## src/wrvm_pkg.sv

```systemverilog
// ----------------------------------------------------------------------------
// wrvm_pkg
// Shared widths, register indexes and controller/datapath interface types of
// the windowed RMS voltage meter.
// ----------------------------------------------------------------------------
`default_nettype none

package wrvm_pkg;

    // Field and register widths
    localparam int GAIN_W     = 32;
    localparam int WIN_W      = 16;
    localparam int CNT_W      = WIN_W + 1;   // count + 1, holds 65536
    localparam int SUM_W      = 40;
    localparam int INST_W     = 29;
    localparam int RMS_W      = 28;
    localparam int ROOT_W     = SUM_W / 2;
    localparam int FRAC_W     = 16;          // Q16 gain fraction
    localparam int MUL_W      = 32;
    localparam int PROD_W     = 2 * MUL_W;
    localparam int REM_W      = CNT_W + 1;
    localparam int CFG_IDX_W  = 2;
    localparam int CFG_DATA_W = 32;

    // Iteration counts of the shared divide and square root steps
    localparam int DIV_STEPS  = SUM_W;
    localparam int SQRT_STEPS = ROOT_W;
    localparam int ITER_W     = 6;

    // Configuration register indexes
    localparam logic [CFG_IDX_W-1:0] CFG_OFFSET = 2'd0;
    localparam logic [CFG_IDX_W-1:0] CFG_GAIN   = 2'd1;
    localparam logic [CFG_IDX_W-1:0] CFG_WINDOW = 2'd2;

    // Configuration reset values
    localparam logic [GAIN_W-1:0] GAIN_RESET   = 32'd65536;
    localparam logic [WIN_W-1:0]  WINDOW_RESET = 16'd1024;

    // Multiplier operand selection
    typedef enum logic [1:0] {
        MUL_MAG_GAIN,
        MUL_MAG_MAG,
        MUL_ROOT_GAIN
    } mul_sel_t;

    // Controller to datapath commands
    typedef struct packed {
        logic     ld_in;
        logic     ld_prod;
        mul_sel_t mul_sel;
        logic     ld_inst;
        logic     acc;
        logic     div_step;
        logic     sqrt_step;
        logic     ld_rms;
        logic     ld_out;
    } dp_cmd_t;

    // Datapath to controller status
    typedef struct packed {
        logic win_done;
    } dp_status_t;

endpackage

`default_nettype wire

```

## src/wrvm_dp.sv

```systemverilog
// ----------------------------------------------------------------------------
// wrvm_dp
// Datapath: configuration registers, offset correction, shared multiplier,
// square accumulator, restoring divider, bit-pair square root and the output
// register.
// ----------------------------------------------------------------------------
`default_nettype none

module wrvm_dp #(
    parameter int ADC_BITS = 12
) (
    input  wire                                  aclk,
    input  wire                                  aresetn,
    input  wire                                  cfg_we,
    input  wire [wrvm_pkg::CFG_IDX_W-1:0]        cfg_index,
    input  wire [wrvm_pkg::CFG_DATA_W-1:0]       cfg_wdata,
    input  wire [ADC_BITS-1:0]                   s_sample_code,
    input  wire wrvm_pkg::dp_cmd_t               cmd,
    output wrvm_pkg::dp_status_t                 status,
    output logic signed [wrvm_pkg::INST_W-1:0]   m_instant_value,
    output logic [wrvm_pkg::RMS_W-1:0]           m_rms_value,
    output logic                                 m_rms_valid
);

    localparam int SUM_W  = wrvm_pkg::SUM_W;
    localparam int CNT_W  = wrvm_pkg::CNT_W;
    localparam int WIN_W  = wrvm_pkg::WIN_W;
    localparam int INST_W = wrvm_pkg::INST_W;
    localparam int RMS_W  = wrvm_pkg::RMS_W;
    localparam int PROD_W = wrvm_pkg::PROD_W;
    localparam int FRAC_W = wrvm_pkg::FRAC_W;
    localparam int MUL_W  = wrvm_pkg::MUL_W;
    localparam int REM_W  = wrvm_pkg::REM_W;
    localparam int QN_W   = PROD_W + 1 - FRAC_W;
    localparam int QP_W   = PROD_W - FRAC_W;
    localparam int SQ_W   = 2 * ADC_BITS;

    localparam logic [ADC_BITS-1:0] OFFSET_RESET = {1'b1, {(ADC_BITS-1){1'b0}}};
    localparam logic [INST_W-1:0]   INST_MIN     = {1'b1, {(INST_W-1){1'b0}}};
    localparam logic [INST_W-1:0]   INST_MAX     = {1'b0, {(INST_W-1){1'b1}}};
    localparam logic [RMS_W-1:0]    RMS_MAX      = {RMS_W{1'b1}};
    localparam logic [SUM_W-1:0]    BIT_INIT     = SUM_W'(1) << (SUM_W - 2);

    // Configuration
    logic [ADC_BITS-1:0]         offset_reg;
    logic [wrvm_pkg::GAIN_W-1:0] gain_reg;
    logic [WIN_W-1:0]            window_reg;

    always_ff @(posedge aclk) begin
        if (!aresetn) begin
            offset_reg <= OFFSET_RESET;
            gain_reg   <= wrvm_pkg::GAIN_RESET;
            window_reg <= wrvm_pkg::WINDOW_RESET;
        end else if (cfg_we) begin
            unique case (cfg_index)
                wrvm_pkg::CFG_OFFSET: offset_reg <= cfg_wdata[ADC_BITS-1:0];
                wrvm_pkg::CFG_GAIN:   gain_reg   <= cfg_wdata[wrvm_pkg::GAIN_W-1:0];
                wrvm_pkg::CFG_WINDOW: window_reg <= cfg_wdata[WIN_W-1:0];
                default: ;
            endcase
        end
    end

    // Offset correction into sign and magnitude
    logic                neg_reg;
    logic [ADC_BITS-1:0] mag_reg;

    always_ff @(posedge aclk) begin
        if (cmd.ld_in) begin
            neg_reg <= s_sample_code < offset_reg;
            mag_reg <= (s_sample_code < offset_reg) ? offset_reg - s_sample_code
                                                    : s_sample_code - offset_reg;
        end
    end

    // Shared multiplier with registered product
    logic [MUL_W-1:0]  mul_a;
    logic [MUL_W-1:0]  mul_b;
    logic [PROD_W-1:0] prod_reg;
    logic [SUM_W-1:0]  res_reg;

    always_comb begin
        case (cmd.mul_sel)
            wrvm_pkg::MUL_MAG_GAIN: begin
                mul_a = MUL_W'(mag_reg);
                mul_b = gain_reg;
            end
            wrvm_pkg::MUL_MAG_MAG: begin
                mul_a = MUL_W'(mag_reg);
                mul_b = MUL_W'(mag_reg);
            end
            wrvm_pkg::MUL_ROOT_GAIN: begin
                mul_a = MUL_W'(res_reg[wrvm_pkg::ROOT_W-1:0]);
                mul_b = gain_reg;
            end
            default: begin
                mul_a = '0;
                mul_b = '0;
            end
        endcase
    end

    always_ff @(posedge aclk) begin
        if (cmd.ld_prod) begin
            prod_reg <= PROD_W'(mul_a) * PROD_W'(mul_b);
        end
    end

    // Instantaneous value: floor of the signed Q16 product, saturated
    logic [PROD_W:0]     round_up;
    logic [QN_W-1:0]     q_neg;
    logic [QP_W-1:0]     q_pos;
    logic [INST_W-1:0]   inst_val;
    logic signed [INST_W-1:0] inst_reg;

    assign round_up = {1'b0, prod_reg} + (PROD_W + 1)'(16'hFFFF);
    assign q_neg    = round_up[PROD_W:FRAC_W];
    assign q_pos    = prod_reg[PROD_W-1:FRAC_W];

    always_comb begin
        if (neg_reg) begin
            if (q_neg > QN_W'(INST_MIN)) begin
                inst_val = INST_MIN;
            end else begin
                inst_val = ~q_neg[INST_W-1:0] + INST_W'(1);
            end
        end else begin
            if (q_pos > QP_W'(INST_MAX)) begin
                inst_val = INST_MAX;
            end else begin
                inst_val = q_pos[INST_W-1:0];
            end
        end
    end

    always_ff @(posedge aclk) begin
        if (cmd.ld_inst) begin
            inst_reg <= inst_val;
        end
    end

    // Square accumulator and window count
    logic [SUM_W-1:0] sum_reg;
    logic [WIN_W-1:0] count_reg;
    logic             flag_reg;
    logic [SUM_W:0]   sum_add;
    logic [SUM_W-1:0] sum_new;
    logic [CNT_W-1:0] cnt_next;
    logic [WIN_W-1:0] win_eff;
    logic             win_done;

    assign sum_add  = {1'b0, sum_reg} + (SUM_W + 1)'(prod_reg[SQ_W-1:0]);
    assign sum_new  = sum_add[SUM_W] ? {SUM_W{1'b1}} : sum_add[SUM_W-1:0];
    assign cnt_next = {1'b0, count_reg} + CNT_W'(1);
    assign win_eff  = (window_reg == '0) ? WIN_W'(1) : window_reg;
    assign win_done = cnt_next[CNT_W-1] || (cnt_next[WIN_W-1:0] >= win_eff);
    assign status.win_done = win_done;

    // Divider (restoring, one quotient bit a step) and square root share
    // num_reg: dividend/quotient first, then the square root remainder
    logic [SUM_W-1:0] num_reg;
    logic [CNT_W-1:0] den_reg;
    logic [REM_W-1:0] rem_reg;
    logic [SUM_W-1:0] bit_reg;
    logic [REM_W-1:0] rem_sh;
    logic             div_ge;
    logic [SUM_W:0]   trial;
    logic             sq_take;

    assign rem_sh  = {rem_reg[REM_W-2:0], num_reg[SUM_W-1]};
    assign div_ge  = rem_sh >= REM_W'(den_reg);
    assign trial   = {1'b0, res_reg} + {1'b0, bit_reg};
    assign sq_take = {1'b0, num_reg} >= trial;

    always_ff @(posedge aclk) begin
        if (!aresetn) begin
            sum_reg   <= '0;
            count_reg <= '0;
            flag_reg  <= 1'b0;
        end else if (cmd.acc) begin
            flag_reg <= win_done;
            if (win_done) begin
                sum_reg   <= '0;
                count_reg <= '0;
            end else begin
                sum_reg   <= sum_new;
                count_reg <= cnt_next[WIN_W-1:0];
            end
        end
    end

    always_ff @(posedge aclk) begin
        if (cmd.acc) begin
            num_reg <= sum_new;
            den_reg <= cnt_next;
            rem_reg <= '0;
            res_reg <= '0;
            bit_reg <= BIT_INIT;
        end else if (cmd.div_step) begin
            rem_reg <= div_ge ? rem_sh - REM_W'(den_reg) : rem_sh;
            num_reg <= {num_reg[SUM_W-2:0], div_ge};
        end else if (cmd.sqrt_step) begin
            if (sq_take) begin
                num_reg <= num_reg - trial[SUM_W-1:0];
                res_reg <= (res_reg >> 1) + bit_reg;
            end else begin
                res_reg <= res_reg >> 1;
            end
            bit_reg <= bit_reg >> 2;
        end
    end

    // Scaled RMS, saturated
    logic [RMS_W-1:0] last_rms_reg;

    always_ff @(posedge aclk) begin
        if (!aresetn) begin
            last_rms_reg <= '0;
        end else if (cmd.ld_rms) begin
            last_rms_reg <= (q_pos > QP_W'(RMS_MAX)) ? RMS_MAX : q_pos[RMS_W-1:0];
        end
    end

    // Output register
    always_ff @(posedge aclk) begin
        if (cmd.ld_out) begin
            m_instant_value <= inst_reg;
            m_rms_value     <= last_rms_reg;
            m_rms_valid     <= flag_reg;
        end
    end

endmodule

`default_nettype wire

```

## src/wrvm_ctrl.sv

```systemverilog
// ----------------------------------------------------------------------------
// wrvm_ctrl
// Controller: sequences one sample through the datapath, runs the divide and
// square root iterations at a window end and owns both handshakes.
// ----------------------------------------------------------------------------
`default_nettype none

module wrvm_ctrl (
    input  wire                  aclk,
    input  wire                  aresetn,
    input  wire                  s_valid,
    output logic                 s_ready,
    output logic                 m_valid,
    input  wire                  m_ready,
    input  wire wrvm_pkg::dp_status_t status,
    output wrvm_pkg::dp_cmd_t    cmd
);

    typedef enum logic [3:0] {
        S_IDLE,
        S_MUL_INST,
        S_MUL_SQ,
        S_ACC,
        S_DIV,
        S_SQRT,
        S_MUL_RMS,
        S_RMS,
        S_OUT
    } state_t;

    state_t                      state_reg;
    logic [wrvm_pkg::ITER_W-1:0] iter_reg;
    logic                        m_valid_reg;
    logic                        out_free;

    assign out_free = !m_valid_reg || m_ready;
    assign s_ready  = (state_reg == S_IDLE);
    assign m_valid  = m_valid_reg;

    // Command decode
    always_comb begin
        cmd           = '0;
        cmd.mul_sel   = wrvm_pkg::MUL_MAG_GAIN;
        unique case (state_reg)
            S_IDLE:     cmd.ld_in = s_valid;
            S_MUL_INST: cmd.ld_prod = 1'b1;
            S_MUL_SQ: begin
                cmd.ld_prod = 1'b1;
                cmd.mul_sel = wrvm_pkg::MUL_MAG_MAG;
                cmd.ld_inst = 1'b1;
            end
            S_ACC:      cmd.acc = 1'b1;
            S_DIV:      cmd.div_step = 1'b1;
            S_SQRT:     cmd.sqrt_step = 1'b1;
            S_MUL_RMS: begin
                cmd.ld_prod = 1'b1;
                cmd.mul_sel = wrvm_pkg::MUL_ROOT_GAIN;
            end
            S_RMS:      cmd.ld_rms = 1'b1;
            S_OUT:      cmd.ld_out = out_free;
            default: ;
        endcase
    end

    // State, iteration count and result valid
    always_ff @(posedge aclk) begin
        if (!aresetn) begin
            state_reg   <= S_IDLE;
            iter_reg    <= '0;
            m_valid_reg <= 1'b0;
        end else begin
            if (cmd.ld_out) begin
                m_valid_reg <= 1'b1;
            end else if (m_ready) begin
                m_valid_reg <= 1'b0;
            end
            unique case (state_reg)
                S_IDLE: begin
                    if (s_valid) begin
                        state_reg <= S_MUL_INST;
                    end
                end
                S_MUL_INST: state_reg <= S_MUL_SQ;
                S_MUL_SQ:   state_reg <= S_ACC;
                S_ACC: begin
                    iter_reg  <= '0;
                    state_reg <= status.win_done ? S_DIV : S_OUT;
                end
                S_DIV: begin
                    if (iter_reg == wrvm_pkg::ITER_W'(wrvm_pkg::DIV_STEPS - 1)) begin
                        iter_reg  <= '0;
                        state_reg <= S_SQRT;
                    end else begin
                        iter_reg <= iter_reg + wrvm_pkg::ITER_W'(1);
                    end
                end
                S_SQRT: begin
                    if (iter_reg == wrvm_pkg::ITER_W'(wrvm_pkg::SQRT_STEPS - 1)) begin
                        iter_reg  <= '0;
                        state_reg <= S_MUL_RMS;
                    end else begin
                        iter_reg <= iter_reg + wrvm_pkg::ITER_W'(1);
                    end
                end
                S_MUL_RMS:  state_reg <= S_RMS;
                S_RMS:      state_reg <= S_OUT;
                S_OUT: begin
                    if (out_free) begin
                        state_reg <= S_IDLE;
                    end
                end
                default:    state_reg <= S_IDLE;
            endcase
        end
    end

    // Checks
    a_div_bound: assert property (@(posedge aclk) disable iff (!aresetn)
        (state_reg == S_DIV) |-> (iter_reg < wrvm_pkg::ITER_W'(wrvm_pkg::DIV_STEPS)))
        else $error("divide iteration count out of range");

    a_sqrt_bound: assert property (@(posedge aclk) disable iff (!aresetn)
        (state_reg == S_SQRT) |-> (iter_reg < wrvm_pkg::ITER_W'(wrvm_pkg::SQRT_STEPS)))
        else $error("square root iteration count out of range");

    a_one_in_flight: assert property (@(posedge aclk) disable iff (!aresetn)
        (s_valid && s_ready) |=> !s_ready)
        else $error("second sample taken while one is in work");

    a_out_loads: assert property (@(posedge aclk) disable iff (!aresetn)
        (state_reg == S_OUT && out_free) |=> (m_valid_reg && state_reg == S_IDLE))
        else $error("result not presented after output load");

    a_no_overwrite: assert property (@(posedge aclk) disable iff (!aresetn)
        (m_valid_reg && !m_ready) |-> !cmd.ld_out)
        else $error("pending result overwritten");

endmodule

`default_nettype wire

```

## src/windowed_rms_voltage_meter_core.sv

```systemverilog
// ----------------------------------------------------------------------------
// windowed_rms_voltage_meter_core
// Windowed true-RMS meter: per ADC sample, an offset-corrected Q16-scaled
// instantaneous value; per window, the scaled root mean square.
//
// Usage:
//   s_* channel: one ADC code per transaction (s_valid/s_ready).
//   m_* channel: one result per sample: instant value, latest RMS value and
//     rms_valid, set on the sample that closes a window.
//   cfg_* channel: register writes (0 offset, 1 gain Q16.16, 2 window
//     length); cfg_ready is always high. Write only while the block is idle.
//   Sequence: S_MUL_INST, S_MUL_SQ, S_ACC, S_OUT; a sample that closes a
//     window adds 40 divide steps and 20 square root steps on the shared
//     iteration counter, then S_MUL_RMS and S_RMS. One sample is in work at
//     a time: the next is taken once the last is in the output register.
//   A finished result waits in the output register while the next sample is
//     already taken; a stalled receiver holds back the next result and input.
//   Reset restores the register defaults and clears the sum, count, last RMS
//     value and any pending result.
// ----------------------------------------------------------------------------
`default_nettype none

module windowed_rms_voltage_meter_core #(
    parameter int ADC_BITS = 12
) (
    input  wire                                  aclk,
    input  wire                                  aresetn,
    // Configuration
    input  wire                                  cfg_valid,
    output logic                                 cfg_ready,
    input  wire [wrvm_pkg::CFG_IDX_W-1:0]        cfg_index,
    input  wire [wrvm_pkg::CFG_DATA_W-1:0]       cfg_wdata,
    // Sample input
    input  wire                                  s_valid,
    output logic                                 s_ready,
    input  wire [ADC_BITS-1:0]                   s_sample_code,
    // Result output
    output logic                                 m_valid,
    input  wire                                  m_ready,
    output logic signed [wrvm_pkg::INST_W-1:0]   m_instant_value,
    output logic [wrvm_pkg::RMS_W-1:0]           m_rms_value,
    output logic                                 m_rms_valid
);

    wrvm_pkg::dp_cmd_t    cmd;
    wrvm_pkg::dp_status_t status;

    assign cfg_ready = 1'b1;

    // Sequencer
    wrvm_ctrl u_ctrl (
        .aclk    (aclk),
        .aresetn (aresetn),
        .s_valid (s_valid),
        .s_ready (s_ready),
        .m_valid (m_valid),
        .m_ready (m_ready),
        .status  (status),
        .cmd     (cmd)
    );

    // Arithmetic and storage
    wrvm_dp #(
        .ADC_BITS (ADC_BITS)
    ) u_dp (
        .aclk            (aclk),
        .aresetn         (aresetn),
        .cfg_we          (cfg_valid),
        .cfg_index       (cfg_index),
        .cfg_wdata       (cfg_wdata),
        .s_sample_code   (s_sample_code),
        .cmd             (cmd),
        .status          (status),
        .m_instant_value (m_instant_value),
        .m_rms_value     (m_rms_value),
        .m_rms_valid     (m_rms_valid)
    );

endmodule

`default_nettype wire

```

## config.mk

```make
export PLATFORM = sky130hd
export DESIGN_NAME = windowed_rms_voltage_meter_core
export DESIGN_NICKNAME = d
export VERILOG_FILES = /design/src/wrvm_pkg.sv /design/src/wrvm_dp.sv /design/src/wrvm_ctrl.sv /design/src/windowed_rms_voltage_meter_core.sv
export SDC_FILE = /design/constraint.sdc
export NUM_CORES = 2
export LEC_CHECK = 0
export ABC_AREA = 1
export BUFFER_PORTS_ARGS = -buffer_cell sky130_fd_sc_hd__clkbuf_2
export CORE_MARGIN = 2
export CORE_UTILIZATION = 40
export CTS_CLUSTER_SIZE = 30
export DETAILED_ROUTE_END_ITERATION = 16
export PLACE_DENSITY = 0.62
export SLEW_MARGIN = 10
export SYNTH_ARGS = -nofsm -noshare
export SYNTH_HDL_FRONTEND = slang
export SYNTH_SLANG_ARGS = --single-unit
```

## constraint.sdc

```tcl
create_clock -name aclk -period 8.3 [get_ports aclk]
set_clock_uncertainty 0.1 [all_clocks]
set_input_delay 0.83 -clock aclk [delete_from_list [all_inputs] [get_ports aclk]]
set_output_delay 0.83 -clock aclk [all_outputs]
set_load 0.02 [all_outputs]
```

# Yosys cells after proc, flatten, opt, wreduce, memory -nomap -nowiden
# Cells that the tools add are included.
# word_totals
regBits	454
latch_bits	0
ram_bits	0
romBits	0
in_bits	51
out_inout_bits	61
wordCells	117
memories	0
# classes
addsub	11
n_mul	1
div_mod_pow	0
n_lt_le_gt_ge	6
eq_ne	18
n_shift	0
n_mux	37
bitwise_logic	2
reduce_logical	20
# op_table
operator	n
40-bit 2-to-1 mux	7
29-bit 2-to-1 mux	3
64-bit by 16-bit adder with 65-bit output (second input constant)	1
32-bit case mux with 2 select lines	1
20-bit by 32-bit multiplier with 52-bit output	1
49-bit by 29-bit greater-than comparator with 1-bit output (second input constant)	1
48-bit by 28-bit greater-than comparator with 1-bit output (second input constant)	1
40-bit by 24-bit adder with 41-bit output	1
40-bit by 39-bit adder with 41-bit output	1
40-bit by 41-bit greater-or-equal comparator with 1-bit output	1
39-bit by 39-bit adder with 40-bit output	1
20-bit case mux with 2 select lines	1
40-bit subtractor	1
4-bit case mux with 9 select lines	1
16-bit 2-to-1 mux	2
29-bit by 1-bit adder with 29-bit output (second input constant)	1
29-bit inverter	1
28-bit 2-to-1 mux	1
12-bit subtractor	2
4-bit 2-to-1 mux	5
18-bit by 17-bit greater-or-equal comparator with 1-bit output	1
6-bit case mux with 3 select lines	1
16-bit by 1-bit adder with 17-bit output (second input constant)	1
17-bit 2-to-1 mux	1
30 further kinds	57

# Logic depth before layout (Yosys ltp)
# logic_depth
ltp_word	6
depth_mapped	35
depth_no_buf	33

# By module
# A second synthesis with hierarchy kept.
# unflattened
cells_unflattened	7230
area_unflattened_um2	52252.6
# modules_own_cells
mod	instances	cells_each	area_each_um2	seq_area_each_um2
wrvm_dp	1	7120	51548.2	10810.4
wrvm_ctrl	1	108	693.2	220.2
windowed_rms_voltage_meter_core	1	2	11.3	0.0

# Worst setup path before layout
# Ideal clock, no wire load.
# synth_path
path_type	register to register
startpoint	register u_ctrl.state_reg[3]
endpoint	register u_dp.prod_reg[43] (data pin)
setup_ps	262
t_arrival_ps	7715
required_time_ps	7938
setup_slack_ps	222
path_stages_with_launch	31
path_buffers	2
synth_period_minus_slack_ps	8078
path_cell_list	dfxtp_1 > nor2_1 > nand2_1 > nor2_1 > clkbuf_1 > clkbuf_1 > nor2_1 > inv_1 > nor2_1 > fa_1 > fa_1 > inv_1 > fa_1 > inv_1 > fa_1 > fa_1 > fa_1 > inv_1 > fa_1 > inv_1 > ha_1 > a21oi_1 > o21a_1 > o21ai_0 > a21oi_1 > nand2_1 > nand3_1 > nand2_1 > nor2_1 > o21bai_1 > xor2_1
# synth_via
elab_chain_cells	6
word_cells_on_any_way	11
cone_classes	mul: 1; eq/ne: 4; mux: 3; reduce/logical: 3
# synth_lines
element	line	text
start: declaration	wrvm_ctrl.sv:31	state_t state_reg;
start signal: assignment	wrvm_ctrl.sv:87	state_reg <= status.win_done ? S_DIV : S_OUT;
4-bit by 3-bit == test with 1-bit output or 4-bit by 2-bit == test with 1-bit output (tied branches)	wrvm_ctrl.sv:44	unique case (state_reg)
2-bit case mux with 2 select lines *	wrvm_ctrl.sv:44	
2-bit by 1-bit == test with 1-bit output (tied with other cells)	wrvm_dp.sv:83	case (cmd.mul_sel)
2-bit OR reduction (no line)	-	
20-bit case mux with 2 select lines or 32-bit case mux with 2 select lines (tied branches)	wrvm_dp.sv:83	
20-bit by 32-bit multiplier with 52-bit output *	wrvm_dp.sv:105	prod_reg <= PROD_W'(mul_a) * PROD_W'(mul_b);
end signal: assignment	wrvm_dp.sv:105	
end: declaration	wrvm_dp.sv:79	logic [PROD_W-1:0] prod_reg;
# Mark *: on every way between the ends. The rest lies on a longest branch, timed or not.
# A chain may end at the register's enable or synchronous reset.

# Final worst setup path
# layout_path
startpoint	register u_ctrl.state_reg[3]
endpoint	register u_dp.prod_reg[23] (data pin)
# The elaborated chain is that of the path after synthesis.

==> results.json <==
{
  "status": "complete, no violations",
  "fp.dieH_um": 359,
  "netlist_instances": 6841,
  "crit_type": "flip-flop to flip-flop",
  "critPathArrivalTime_ps": 8280,
  "grt_pass1_vias": 45502,
  "pre_cts_slack_ps": 239,
  "clockRootBuffer": "clkbuf_16",
  "gp_congestion": 0.972,
  "wl_met2_um": 76800,
  "grt_pass1_wl_um": 263000,
  "portBuffers": 110,
  "core_um2": 125000,
  "die_area_um2": 129000,
  "syn_area_per_cell_um2": 7.38,
  "num_vias": 45685,
  "yosysWarnings": 0,
  "rows": 130,
  "vias_per_cell": 5.30,
  "grt_start_max_net_pins": 62,
  "final_cells": 8622,
  "timing.final.ws_setup_ps": 374,
  "placed_cell_area_um2": 53300,
  "ir_drop_mv": 0.270,
  "clk_latency_ps": 660,
  "cts.sinks": 442,
  "ys_seq_elements": 442,
  "finalSetupTns_ps": 0,
  "dp_cells": 8512,
  "synth_edf_count": 209,
  "clk_pin_slew_ps": 60,
  "worstPathRequired_ps": 8650,
  "fmax_mhz": 126,
  "p_leak_nw": 26.0,
  "hold_violations": 0,
  "yosysUniqueCellTypes": 56,
  "ant_nets": 0,
  "cts_tree": "done",
  "antenna_found_initial": 6,
  "cp-end-kind": "flip-flop",
  "cp-start-kind": "flip-flop",
  "slew_viol_final": 0,
  "htreeDepth": 2,
  "rsz0062_at_grt": "true",
  "crit_family": "adder cells",
  "postRouteWirelength_um": 168000,
  "m1WireLength_um": 73900,
  "max_stage_delay_ps": 600,
  "slowest_stage": "fa_1",
  "period_minus_slack_ps": 7930,
  "drive_gt1_frac": 0.0703,
  "synthesis.nets": 7760,
  "routed-wl-met3_um": 11000,
  "netlist_area_um2": 50500,
  "synthArstFlopShare": 0,
  "worstMarginPinSlew_ps": 1230,
  "num-nets-final": 7844,
  "io_pins": 112,
  "dr.pass1.iters": 8,
  "drcViolationCount": 0,
  "ctsHoldBuffers": 0,
  "die_x_um": 359,
  "syn_to_final_growth_pct": 9.70,
  "synth.yosys.seq_area_share": 0.217,
  "largest_reg_flops": 52,
  "cts_buffers": 54,
  "crit_path_max_fanout": 10,
  "track_usage": 0.259,
  "slew_headroom": 0.181,
  "clock_path_buffers": 3,
  "fin_hold_ws_ps": 303,
  "maxUsedRoutingLayer": "met5",
  "drt-initial-drc-count": 3788,
  "final_cell_area_um2": 55400,
  "overflow": 0,
  "hpwl_um": 136000,
  "finalSetupViolations": 0,
  "drv_cap": 0,
  "power_density_nw_per_um2": 240,
  "start_util": 0.403,
  "routedWlPerCell_um": 19.5,
  "period_share": 0.955,
  "hold_path_class": "input port to flip-flop",
  "path_buf_inv": 9,
  "synthFlopType": "dfxtp_1"
}
## worst min-delay path, delay by kind of cell
| family | cells | cell delay [ps] |
|---|---|---|
| buffers and inverters | 1 | 70 |
| AND/OR/NAND/NOR | 1 | 40 |
| AO/OA/AOI/OAI | 1 | 80 |
## power breakdown
| group | internal (mW) | total, mW | switching [mW] |
|---|---|---|---|
| logic | 2.56 | 7.51 | 4.95 |
| registers | 2.78 | 3.17 | 0.398 |
| clock network | 1.52 | 2.59 | 1.07 |
| total | 6.86 | 13.3 | 6.41 |
## metal layers
metal	vias to the layer above	GRT usage
li1	21702	-
met1	22041	0.355
met2	1641	0.422
met3	297	0.0315
met4	4	0.0913
met5	-	0
## area by class of cell
class                   count  area, µm²
fillers                 12788      70000
multi-input cells        4968      34300
flip-flops and latches    442      10900
inverters                1216       4580
well taps                1650       2060
repair buffers            243       1590
clock buffers              74       1560
clock inverters            28        365
diodes                      1       2.50
## Yosys cell counts (4+ instances only)
master	count	area [µm²]
nor2_2	14	87.6
dfxtp_1	233	4660
o21bai_2	20	225
o211ai_1	51	383
buf_6	4	45.0
nand2_1	1531	5750
o31ai_1	5	37.5
buf_1	11	41.3
nand3_1	340	1700
ha_1	327	4090
nand2_2	8	50.1
nand3b_1	11	82.6
clkbuf_1	192	721
xnor2_1	72	631
inv_1	1190	4470
o21a_1	19	143
o21ai_0	313	1570
nor2_4	4	45.0
a21boi_0	9	67.6
a221oi_1	7	61.3
a211oi_1	7	52.6
a22oi_1	6	45.0
o21bai_1	20	150
a21o_1	22	165
nand4_1	70	438
a31oi_1	32	200
nor4_1	22	138
fa_1	541	10800
a21oi_1	414	2070
clkinv_1	18	67.6
or2_2	56	350
nor3_1	47	235
nor2_1	832	3120
edfxtp_1	209	6280
buf_2	6	30.0
xor2_1	121	1060
o311ai_0	4	35.0
inv_2	8	30.0
o21ai_1	18	90.1
## repair_timing
item                                    4_1_cts  5_1_grt
resized for setup                             0       32
endpoints found under the setup margin        0       24
buffers inserted                              0        7
## logic make-up (layout without fill, tap and decap cells)
| group | Yosys count | in the layout | synth area share |
|---|---|---|---|
| other | 1 | 2 | 0.0000743 |
| DFF | 442 | 442 | 0.217 |
| AOI/OAI and AO/OA | 960 | 960 | 0.107 |
| xor gates and xnor gates | 193 | 193 | 0.0335 |
| and+or+nand+nor | 2946 | 2946 | 0.240 |
| buffers and inverters | 1431 | 1561 | 0.107 |
| adders and majority gates | 868 | 868 | 0.296 |
## final timing paths
path	from	end	slack (ps)	cells past startpoint
max	u_ctrl.state_reg[3]	u_dp.prod_reg[23]	370	29
min	cfg_wdata[16]	u_dp.gain_reg[16]	300	3
max reg2reg	u_ctrl.state_reg[3]	u_dp.prod_reg[23]	370	29
min reg2reg	u_dp.inst_reg[19]	u_dp.m_instant_value[19]	320	0
## placed cells by master, fill, tap and decap left out, drive strengths merged, types with 22 or more instances in the layout
master  netlist  routed
xnor2        72      72
nand2      1541    1541
or2          56      56
buf          23     134
o21bai       40      40
ha          327     327
clkinv       18      22
nor2        851     851
o21ai       331     331
dfxtp       233     233
nand3       341     341
a31oi        32      32
nand4        70      70
a21o         22      22
a21oi       415     415
nor3         47      47
clkbuf      192     183
fa          541     541
edfxtp      209     209
nor4         23      23
inv        1198    1210
o211ai       51      51
xor2        121     121
## metrics by stage
step | util | total power, mW
finish | 0.442 | 13.3
global route | 0.442 | 14.4
CTS | 0.440 | 13.3
detailed placement | 0.425 | 10.6
global placement | 0.425 | 10.6
floorplan | - | 8.32
No activity file was read; power rests on OpenSTA's default activity.
